`config.mk`:
```
export PLATFORM = sky130hd
export DESIGN_NAME = ack_reply_byte_parser
export DESIGN_NICKNAME = d
export VERILOG_FILES = /design/src/rtl/core/acrp_pkg.sv /design/src/rtl/core/acrp_parse_core.sv /design/src/rtl/core/ack_reply_byte_parser.sv
export SDC_FILE = /design/constraint.sdc
export NUM_CORES = 1
export LEC_CHECK = 0
export ABC_AREA = 1
export BUFFER_PORTS_ARGS = -buffer_cell sky130_fd_sc_hd__buf_2
export CAP_MARGIN = 40
export CORE_ASPECT_RATIO = 1.1
export CORE_MARGIN = 2
export CORE_UTILIZATION = 63
export CTS_CLUSTER_SIZE = 25
export DETAILED_ROUTE_END_ITERATION = 10
export PLACE_DENSITY = 0.91
export SLEW_MARGIN = 0
export SYNTH_ARGS = -nofsm -noshare
export SYNTH_HDL_FRONTEND = slang
export SYNTH_SLANG_ARGS = --single-unit
```
`constraint.sdc`:
```
create_clock -name clk -period 6.1 [get_ports clk]
set_input_delay 0.305 -clock clk [delete_from_list [all_inputs] [get_ports clk]]
set_output_delay 0.305 -clock clk [all_outputs]
set_load 0.03 [all_outputs]
```
`src/rtl/core/acrp_pkg.sv`:
```
// Types and constants of the acknowledge reply byte parser.
`timescale 1ns / 1ps

package acrp_pkg;

  // Number of option fields that header flag bits can mark.
  localparam int OPTION_FIELDS = 6;
  // Width of the option field index.
  localparam int OI_W = 3;
  // Width of a byte position within a reply.
  localparam int POS_W = 11;
  // Smallest body length that still covers the type and code bytes.
  localparam logic [7:0] BODY_MIN = 8'd6;
  // Body position of the type byte and of the ack code byte.
  localparam logic [POS_W:0] TYPE_POS = (POS_W + 1)'(1);
  localparam logic [POS_W:0] CODE_POS = (POS_W + 1)'(5);

  // Configuration register indexes.
  localparam logic [1:0] CFG_MIN_REPLY_SIZE = 2'd0;
  localparam logic [1:0] CFG_OPTIONS_FLAG_MASK = 2'd1;
  localparam logic [1:0] CFG_ACK_TYPE_CODE = 2'd2;

  // Configuration reset values.
  localparam logic [7:0] MIN_REPLY_SIZE_RST = 8'd6;
  localparam logic [7:0] OPTIONS_FLAG_MASK_RST = 8'd128;
  localparam logic [7:0] ACK_TYPE_CODE_RST = 8'd1;

  typedef enum logic [1:0] {
    STATUS_NEED_MORE = 2'd0,
    STATUS_ACK       = 2'd1,
    STATUS_NAK       = 2'd2,
    STATUS_ERROR     = 2'd3
  } status_t;

  typedef struct packed {
    logic [7:0] rx_byte;
    logic       restart;
  } in_beat_t;

  typedef struct packed {
    status_t    status;
    logic [7:0] nak_code;
  } out_beat_t;

  typedef struct packed {
    logic [7:0] min_reply_size;
    logic [7:0] options_flag_mask;
    logic [7:0] ack_type_code;
  } cfg_regs_t;

endpackage

```
`src/rtl/core/acrp_parse_core.sv`:
```
// Parse state registers and the per-byte update and verdict logic.
`timescale 1ns / 1ps

module acrp_parse_core import acrp_pkg::*; (
  input  logic      clk,
  input  logic      rst_n,
  input  logic      step,
  input  in_beat_t  beat,
  input  cfg_regs_t cfg,
  output out_beat_t result
);

  typedef struct packed {
    logic            found;
    logic [OI_W-1:0] idx;
  } seek_t;

  // Lowest flagged option field at or above the start index.
  function automatic seek_t seek_option(input logic [7:0] flags, input logic [OI_W-1:0] start);
    seek_t s;
    s.found = 1'b0;
    s.idx   = '0;
    for (int i = OPTION_FIELDS - 1; i >= 0; i--) begin
      if (OI_W'(i) >= start && flags[i]) begin
        s.found = 1'b1;
        s.idx   = OI_W'(i);
      end
    end
    return s;
  endfunction

  logic [POS_W-1:0] bytes_seen_r, bytes_seen_nxt;
  logic [7:0]       header_flags_r, header_flags_nxt;
  logic [OI_W-1:0]  option_index_r, option_index_nxt;
  logic [POS_W-1:0] next_marker_pos_r, next_marker_pos_nxt;
  logic [POS_W-1:0] body_offset_r, body_offset_nxt;
  logic             type_mismatch_r, type_mismatch_nxt;
  logic             in_body_r, in_body_nxt;
  logic [7:0]       ack_code_r, ack_code_nxt;

  logic [POS_W-1:0] pos;
  logic [POS_W:0]   target;
  logic [7:0]       need;
  logic             verdict;
  seek_t            seek_first;
  seek_t            seek_next;

  // Option search for the header byte and for the field after the current one.
  assign seek_first = seek_option(beat.rx_byte, '0);
  assign seek_next  = seek_option(beat.restart ? 8'd0 : header_flags_r,
                                  option_index_r + OI_W'(1));

  // Effective minimum body length.
  assign need = (cfg.min_reply_size < BODY_MIN) ? BODY_MIN : cfg.min_reply_size;

  // Next parse state and the result for this byte.
  always_comb begin
    pos                 = beat.restart ? '0 : bytes_seen_r;
    header_flags_nxt    = beat.restart ? '0 : header_flags_r;
    option_index_nxt    = beat.restart ? '0 : option_index_r;
    next_marker_pos_nxt = beat.restart ? '0 : next_marker_pos_r;
    body_offset_nxt     = beat.restart ? '0 : body_offset_r;
    type_mismatch_nxt   = beat.restart ? 1'b0 : type_mismatch_r;
    in_body_nxt         = beat.restart ? 1'b0 : in_body_r;
    ack_code_nxt        = beat.restart ? '0 : ack_code_r;
    target              = {1'b0, pos} + {4'd0, beat.rx_byte} + (POS_W + 1)'(1);
    verdict             = 1'b0;

    if (pos == '0) begin
      // Header byte: find the first flagged option or start the body.
      header_flags_nxt = beat.rx_byte;
      option_index_nxt = '0;
      if ((beat.rx_byte & cfg.options_flag_mask) != 8'd0) begin
        if (seek_first.found) begin
          option_index_nxt    = seek_first.idx;
          next_marker_pos_nxt = POS_W'(1);
        end else begin
          in_body_nxt     = 1'b1;
          body_offset_nxt = POS_W'(1);
        end
      end else begin
        in_body_nxt     = 1'b1;
        body_offset_nxt = '0;
      end
    end else if (!in_body_nxt && pos == next_marker_pos_nxt) begin
      // Option length byte: skip the field and look for the next one.
      if (seek_next.found) begin
        option_index_nxt    = seek_next.idx;
        next_marker_pos_nxt = target[POS_W-1:0];
      end else begin
        option_index_nxt = option_index_nxt + OI_W'(1);
        in_body_nxt      = 1'b1;
        body_offset_nxt  = target[POS_W-1:0];
      end
    end

    // Body bytes: capture type check and ack code, then test for the verdict.
    if (in_body_nxt) begin
      if ({1'b0, pos} == {1'b0, body_offset_nxt} + TYPE_POS) begin
        type_mismatch_nxt = (beat.rx_byte != cfg.ack_type_code);
      end
      if ({1'b0, pos} == {1'b0, body_offset_nxt} + CODE_POS) begin
        ack_code_nxt = beat.rx_byte;
      end
      if ({1'b0, pos} >= {1'b0, body_offset_nxt} + {4'd0, need} - (POS_W + 1)'(1)) begin
        verdict = 1'b1;
      end
    end

    // Result fields.
    result.status   = STATUS_NEED_MORE;
    result.nak_code = '0;
    if (verdict) begin
      if (type_mismatch_nxt) begin
        result.status = STATUS_ERROR;
      end else if (ack_code_nxt == 8'd0) begin
        result.status = STATUS_ACK;
      end else begin
        result.status   = STATUS_NAK;
        result.nak_code = ack_code_nxt;
      end
    end

    // A verdict restarts the parse with the next byte.
    if (verdict) begin
      bytes_seen_nxt      = '0;
      header_flags_nxt    = '0;
      option_index_nxt    = '0;
      next_marker_pos_nxt = '0;
      body_offset_nxt     = '0;
      type_mismatch_nxt   = 1'b0;
      in_body_nxt         = 1'b0;
      ack_code_nxt        = '0;
    end else begin
      bytes_seen_nxt = pos + POS_W'(1);
    end
  end

  // Parse state registers, updated once per processed byte.
  always_ff @(posedge clk) begin
    if (!rst_n) begin
      bytes_seen_r      <= '0;
      header_flags_r    <= '0;
      option_index_r    <= '0;
      next_marker_pos_r <= '0;
      body_offset_r     <= '0;
      type_mismatch_r   <= 1'b0;
      in_body_r         <= 1'b0;
      ack_code_r        <= '0;
    end else if (step) begin
      bytes_seen_r      <= bytes_seen_nxt;
      header_flags_r    <= header_flags_nxt;
      option_index_r    <= option_index_nxt;
      next_marker_pos_r <= next_marker_pos_nxt;
      body_offset_r     <= body_offset_nxt;
      type_mismatch_r   <= type_mismatch_nxt;
      in_body_r         <= in_body_nxt;
      ack_code_r        <= ack_code_nxt;
    end
  end

endmodule

```
`src/rtl/core/ack_reply_byte_parser.sv`:
```
// Top level of the acknowledge reply byte parser.
// Flow: a byte accepted into the input register has its result written to the output register
// once that register is free or being drained, and out_valid rises with that write.
// Throughput: one byte per cycle while out_ready holds, set by the single input register to output register pass.
// Reset: synchronous active-low rst_n clears the parse state and both valid flags and loads
// the configuration defaults (minimum size 6, flag mask 128, ack type 1).
`timescale 1ns / 1ps

module ack_reply_byte_parser import acrp_pkg::*; (
  input  logic       clk,
  input  logic       rst_n,
  input  logic       in_valid,
  output logic       in_ready,
  input  in_beat_t   in_data,
  output logic       out_valid,
  input  logic       out_ready,
  output out_beat_t  out_data,
  input  logic       cfg_we,
  input  logic [1:0] cfg_index,
  input  logic [7:0] cfg_wdata
);

  logic      in_valid_r, in_valid_nxt;
  in_beat_t  in_beat_r;
  logic      out_valid_r, out_valid_nxt;
  out_beat_t out_data_r;
  cfg_regs_t cfg_r;
  out_beat_t result;
  logic      accept;
  logic      advance;

  // Handshake: the held byte moves on whenever the output register is free.
  assign advance  = in_valid_r && (!out_valid_r || out_ready);
  assign in_ready = !in_valid_r || advance;
  assign accept   = in_valid && in_ready;

  always_comb begin
    in_valid_nxt  = accept ? 1'b1 : (advance ? 1'b0 : in_valid_r);
    out_valid_nxt = advance ? 1'b1 : (out_ready ? 1'b0 : out_valid_r);
  end

  // Valid flags.
  always_ff @(posedge clk) begin
    if (!rst_n) begin
      in_valid_r  <= 1'b0;
      out_valid_r <= 1'b0;
    end else begin
      in_valid_r  <= in_valid_nxt;
      out_valid_r <= out_valid_nxt;
    end
  end

  // Payload registers.
  always_ff @(posedge clk) begin
    if (accept) begin
      in_beat_r <= in_data;
    end
    if (advance) begin
      out_data_r <= result;
    end
  end

  // Configuration registers.
  always_ff @(posedge clk) begin
    if (!rst_n) begin
      cfg_r.min_reply_size    <= MIN_REPLY_SIZE_RST;
      cfg_r.options_flag_mask <= OPTIONS_FLAG_MASK_RST;
      cfg_r.ack_type_code     <= ACK_TYPE_CODE_RST;
    end else if (cfg_we) begin
      unique case (cfg_index)
        CFG_MIN_REPLY_SIZE:    cfg_r.min_reply_size    <= cfg_wdata;
        CFG_OPTIONS_FLAG_MASK: cfg_r.options_flag_mask <= cfg_wdata;
        CFG_ACK_TYPE_CODE:     cfg_r.ack_type_code     <= cfg_wdata;
        default: ;
      endcase
    end
  end

  acrp_parse_core u_core (
    .clk    (clk),
    .rst_n  (rst_n),
    .step   (advance),
    .beat   (in_beat_r),
    .cfg    (cfg_r),
    .result (result)
  );

  assign out_valid = out_valid_r;
  assign out_data  = out_data_r;

endmodule

```
# Yosys cells after proc, flatten, opt, wreduce, memory -nomap -nowiden
# Index checks and enable logic that the tools add are counted.
dict set report op_classes {
  addsub 9
  n_lt_le_gt_ge 8
  n_eq_ne 6
  n_mux 62
  bitwise_logic 2
  reduce_logical 24
}
# operator n
set ops {}
lappend ops {{$mux W11} 16}
lappend ops {{$mux W4} 12}
lappend ops {{$mux W8} 5}
lappend ops {{$eq A11 B12 Y1} 2}
lappend ops {{$add A11 B1 Y11 const B} 2}
lappend ops {{$mux W3} 7}
lappend ops {{$mux W6} 3}
lappend ops {{$mux W1} 17}
lappend ops {{$add A11 B1 Y12 const B} 1}
lappend ops {{$add A11 B3 Y12 const B} 1}
lappend ops {{$add A11 B8 Y12} 1}
lappend ops {{$ge A11 B12 Y1} 1}
lappend ops {{$sub A12 B1 Y12 const B} 1}
lappend ops {{$add A11 B8 Y11} 1}
lappend ops {{$eq A11 B11 Y1} 1}
lappend ops {{$logic_not A11 Y1} 1}
lappend ops {{$logic_and A1 B1 Y1} 9}
lappend ops {{$and A8 B8 Y8} 1}
lappend ops {{$logic_not A8 Y1} 1}
lappend ops {{$lt A8 B3 Y1 const B} 1}
lappend ops {{$ne A8 B8 Y1} 1}
lappend ops {{$reduce_bool A8 Y1} 1}
lappend ops {{$add A3 B1 Y3 const B} 2}
lappend ops {{$ge A1 B3 Y1 const A} 2}
lappend ops {{12 further kinds} 21}
dict set report word_totals {
  reg_bits 97
  in_bits 24
  output_inout_bits 12
  wordCells 128
}

# Logic depth before layout (Yosys ltp)
dict set report depth {
  ltp_word 19
  mapped_depth 40
  depth_no_buf 38
}

# By module
# A second synthesis with hierarchy kept.
dict set report hier_totals {
  cells_unflattened 1223
  hier_area_um2 7736.2
}
# mod n_inst cells_each area_each_um2 seq_area_each_um2
set modules_own_cells {}
lappend modules_own_cells {acrp_parse_core 1 1041 6037.0 1041.0}
lappend modules_own_cells {ack_reply_byte_parser 1 182 1699.1 1091.0}

# Worst setup path after synthesis
# No wires, ideal clock.
dict set report synth_path {
  path_kind {register to register}
  from {reg in_beat_r[0] in the netlist's numbering}
  to {reg u_core.next_marker_pos_r[0]}
  setup_ns 0.070
  arrival_ns 5.401
  t_required_ns 6.030
  path_slack_ns 0.629
  stages_incl_launch_ff 39
  n_path_buf 3
  synth_period_minus_slack_ns 5.471
  cell_sequence {edfxtp_1 buf_6 buf_6 nor2_1 inv_1 ha_1 fa_1 inv_1 nand3_1 nand2_1 xnor2_1 nand3_1 nand2_1 nand2_1 nand2_1 nand2_2 nand2_2 ha_1 [... 3 more ...] nand2_1 a21o_1 a21oi_1 nor2_1 nor2_1 o21bai_1 xor2_1 ha_1 a21oi_1 a21boi_0 o22ai_1 nor2_1 inv_1 nand2_1 inv_2 clkbuf_1 o311ai_0 a21oi_1}
}
dict set report synth_via {
  elab_chain_cells 17
  word_cells_on_any_way 44
  classes_between {4 x add/sub; 1 x order compare; 1 x eq/ne; 29 x mux; 9 x reduce/logical}
}
# item line_no
set synth_lines {}
lappend synth_lines {{start, declared} ack_reply_byte_parser.sv:24} ;# in_beat_t in_beat_r;
lappend synth_lines {{start signal, assigned} ack_reply_byte_parser.sv:56} ;# in_beat_r <= in_data;
lappend synth_lines {{parallel branches: the longest is 16 deep, another holds $add A11 B8 Y12} n/a}
lappend synth_lines {{$mux W11 (*)} acrp_parse_core.sv:125} ;# if (verdict) begin
lappend synth_lines {{end signal, assigned} acrp_parse_core.sv:154} ;# next_marker_pos_r <= next_marker_pos_nxt;
lappend synth_lines {{end, declared} acrp_parse_core.sv:35} ;# logic [POS_W-1:0] next_marker_pos_r, next_marker_pos_nxt;
# Mark *: on every way between the ends.
# A chain may end at the register's enable or synchronous reset.

# Worst setup path in the final report
dict set report layout_path {
  from {reg in_beat_r[0] in the netlist's numbering}
  to {reg u_core.next_marker_pos_r[10]}
}
# Same word-level chain as after synthesis.

==> run metrics <==
result of the run finished, final reports clean; Hold WC Path Type in2reg; final setup violating endpoints 0; cell leakage power 3.70 nW; number of nets in the final layout 1244; min setup slack post-route 0.122 ns; total global routing overflow 0; clk buf depth 2; number of global-route vias before repair 6791; routed vias/inst 5.87; placed standard-cell area 7710 um^2; Core Util, Final 0.717; CP Launch Type flip-flop; total count of max-transition violations in the final report 0; most used flip-flop cell after synthesis dfxtp_1; clock-pin transition on the worst setup and hold timing paths 0.07 ns; power after layout 1.66 mW; required time at the endpoint of the critical path 6.31 ns; synthesized area per cell 6.47 um^2; Synth top area share 0.214; Antenna diodes 0; final setup skew 0.00805 ns; global-route wire length before repair 33600 um; hold-fix buffers at CTS 0; Power Dens Cells 203 nW/um^2; final critical path time including I/O delays and setup 5.98 ns; Syn Nets 1199; clock tree from TritonCTS built; pin count of the biggest net entering global routing 55; count of flip-flops with a built-in enable after synthesis 19; vertical die dimension 117 um; Slowest Stage Delay on Critical Path 0.56 ns; num ports 36; via count 7794; Inserted Clock Buffers 9; actual transition at the worst max-transition pin 0.772 ns; Worst Path Max Fanout 12; routed wire length 21800 um; class of the most critical setup path reg2reg; Worst VDD drop 0.000144 V; layout cell share with drive strength beyond 1 0.133; clock latency at the later pin of the worst-skew pair 0.35 ns; area growth from synthesis to final layout 11.8%; CP arrival 6.19 ns; share of synthesized flip-flops with an asynchronous set or reset 0; clock sink count 97; synthesized netlist cell count 1128; DRC Markers 0; most repeated cell in the gate-level netlist after synthesis nand2_1; area enclosed by the die boundary 12500 um^2; count of maximum capacitance violations 0; sequential share of the synthesized area 0.292; remaining number of nets flagged by the antenna check after routing 0; Core Region 11400 um^2; cells taking the most area after synthesis dfxtp_1, nand2_1, edfxtp_1; antenna violations before repair 0; Starting DRT DRC Count 845; CTS root buf clkbuf_16; total number of H-tree levels 3; Final Hold Violating Endpoints 0; synth cell count leaders nand2_1, inv_1, nor2_1, nand3_1, a21oi_1; chip width 107 um; highest-delay cell along the critical path edfxtp_1; cell with the most instances on the worst path nand2_1; final-layout worst hold slack 0.130 ns; pre-CTS setup slack -0.0385 ns; Yosys Warn Count 0; CP Buf/Inv Count 6; number of rows in the core area 41; relative max-transition margin 0.481; area leader, netlist dfxtp_1; Max Fclk 0.167 GHz; flops & latches, synth 97; Largest delay share family, worst path simple AND/OR/NAND/NOR gates; post-route cell area 8170 um^2; HPWL after detailed placement 16200 um; initial cell density of the core 0.641; total iterations of the first detailed-routing run 8; gr usage total 0.346; number of buffer cells added on primary ports 35; Cell Area, Synth 7300 um^2; GP Congestion 1.07; Synth cell types 52; Crit. End Element flip-flop; crit share post-route 0.980; wire per inst 16.4 um
state kept, by name, summed over array words and instances, names as in the netlist:
name and flops:
out_valid 1, u_core.bytes_seen_r 11, out_data 10, u_core.body_offset_r 11, u_core.next_marker_pos_r 11, u_core.header_flags_r 6
u_core.in_body_r 1, cfg_r 24, in_beat_r 9, in_valid_r 1, u_core.ack_code_r 8, u_core.option_index_r 3
u_core.type_mismatch_r 1
layer usage:
layer  GRT usage  part of all wire  vias up
met1       0.425              0.38     3501
met4       0.172             0.048        0
met3      0.0454             0.097       95
li1            -                 -     3728
met2       0.602              0.48      470
met5           0                 0        -
cell usage in the layout, fill, tap and decap left out, types with 3 or more instances in the layout:
master and count:
nand2_1 338, inv_1 128, nor2_1 103, nand3_1 92, a21oi_1 87, dfxtp_1 76, ha_1 45, o21ai_0 43
buf_2 35, buf_4 27, edfxtp_1 19, xor2_1 17, nand2_2 15, nor2_2 13, inv_2 11, o211ai_1 11
clkbuf_16 11, xnor2_1 9, nor2_4 8, nor3_1 8, nand4_1 7, nand3b_1 6, nand2_4 5, clkinv_2 4
a22o_1 4, clkinv_1 3, o21ai_1 3, nand3_4 3, a21oi_2 3, o21a_1 3, a211oi_1 3, buf_6 3
cells by family (layout without fill, tap and decap cells):
logic type               after synthesis  in the layout  share of synthesized area
XOR/XNOR                              29             29                     0.0384
buffers and inverters                177            227                     0.0951
flip-flops                            97             97                      0.292
AND/OR/NAND/NOR                      606            606                      0.360
AO/OA/AOI/OAI                        172            172                      0.132
adder cells (fa/ha/maj)               47             47                     0.0826
worst paths after layout:
| check | startpoint | endpoint | slack, ns | cells after the start |
|---|---|---|---|---|
| max | in_beat_r[0] | u_core.next_marker_pos_r[10] | 0.12 | 34 |
| min | in_data[3] | in_beat_r[3] | 0.13 | 1 |
| max reg2reg | in_beat_r[0] | u_core.next_marker_pos_r[10] | 0.12 | 34 |
| min reg2reg | cfg_r[4] | cfg_r[4] | 0.47 | 2 |
layout make-up:
type / count / area [um^2]
repair buffers: 66 / 427
fillers: 945 / 3220
well taps: 150 / 188
flip-flops and latches: 97 / 2130
multi-input cells: 854 / 4560
clock buffers: 12 / 279
inverters: 145 / 553
clock inverters: 4 / 21.3
report_power, final:
part	internal [mW]	switching [mW]	leakage [nW]
clock network	0.325	0.250	0.153
logic	0.133	0.259	2.72
registers	0.674	0.0173	0.822
through the flow:
step | setup TNS, ns | std cells
final | 0 | 1328
after global routing | -2.01 | 1328
after CTS | 0 | 1323
after detailed placement | -0.243 | 1307
after global placement | 0 | 1307
after floorplan | 0 | 1128
repair_timing:
action / in CTS / in global routing
cloned: 0 / 0
resized for setup: 4 / 29
pin swaps: 0 / 6
setup endpoints to repair: 31 / 51
setup buffers: 0 / 5
No activity file was read; power rests on OpenSTA's default activity.
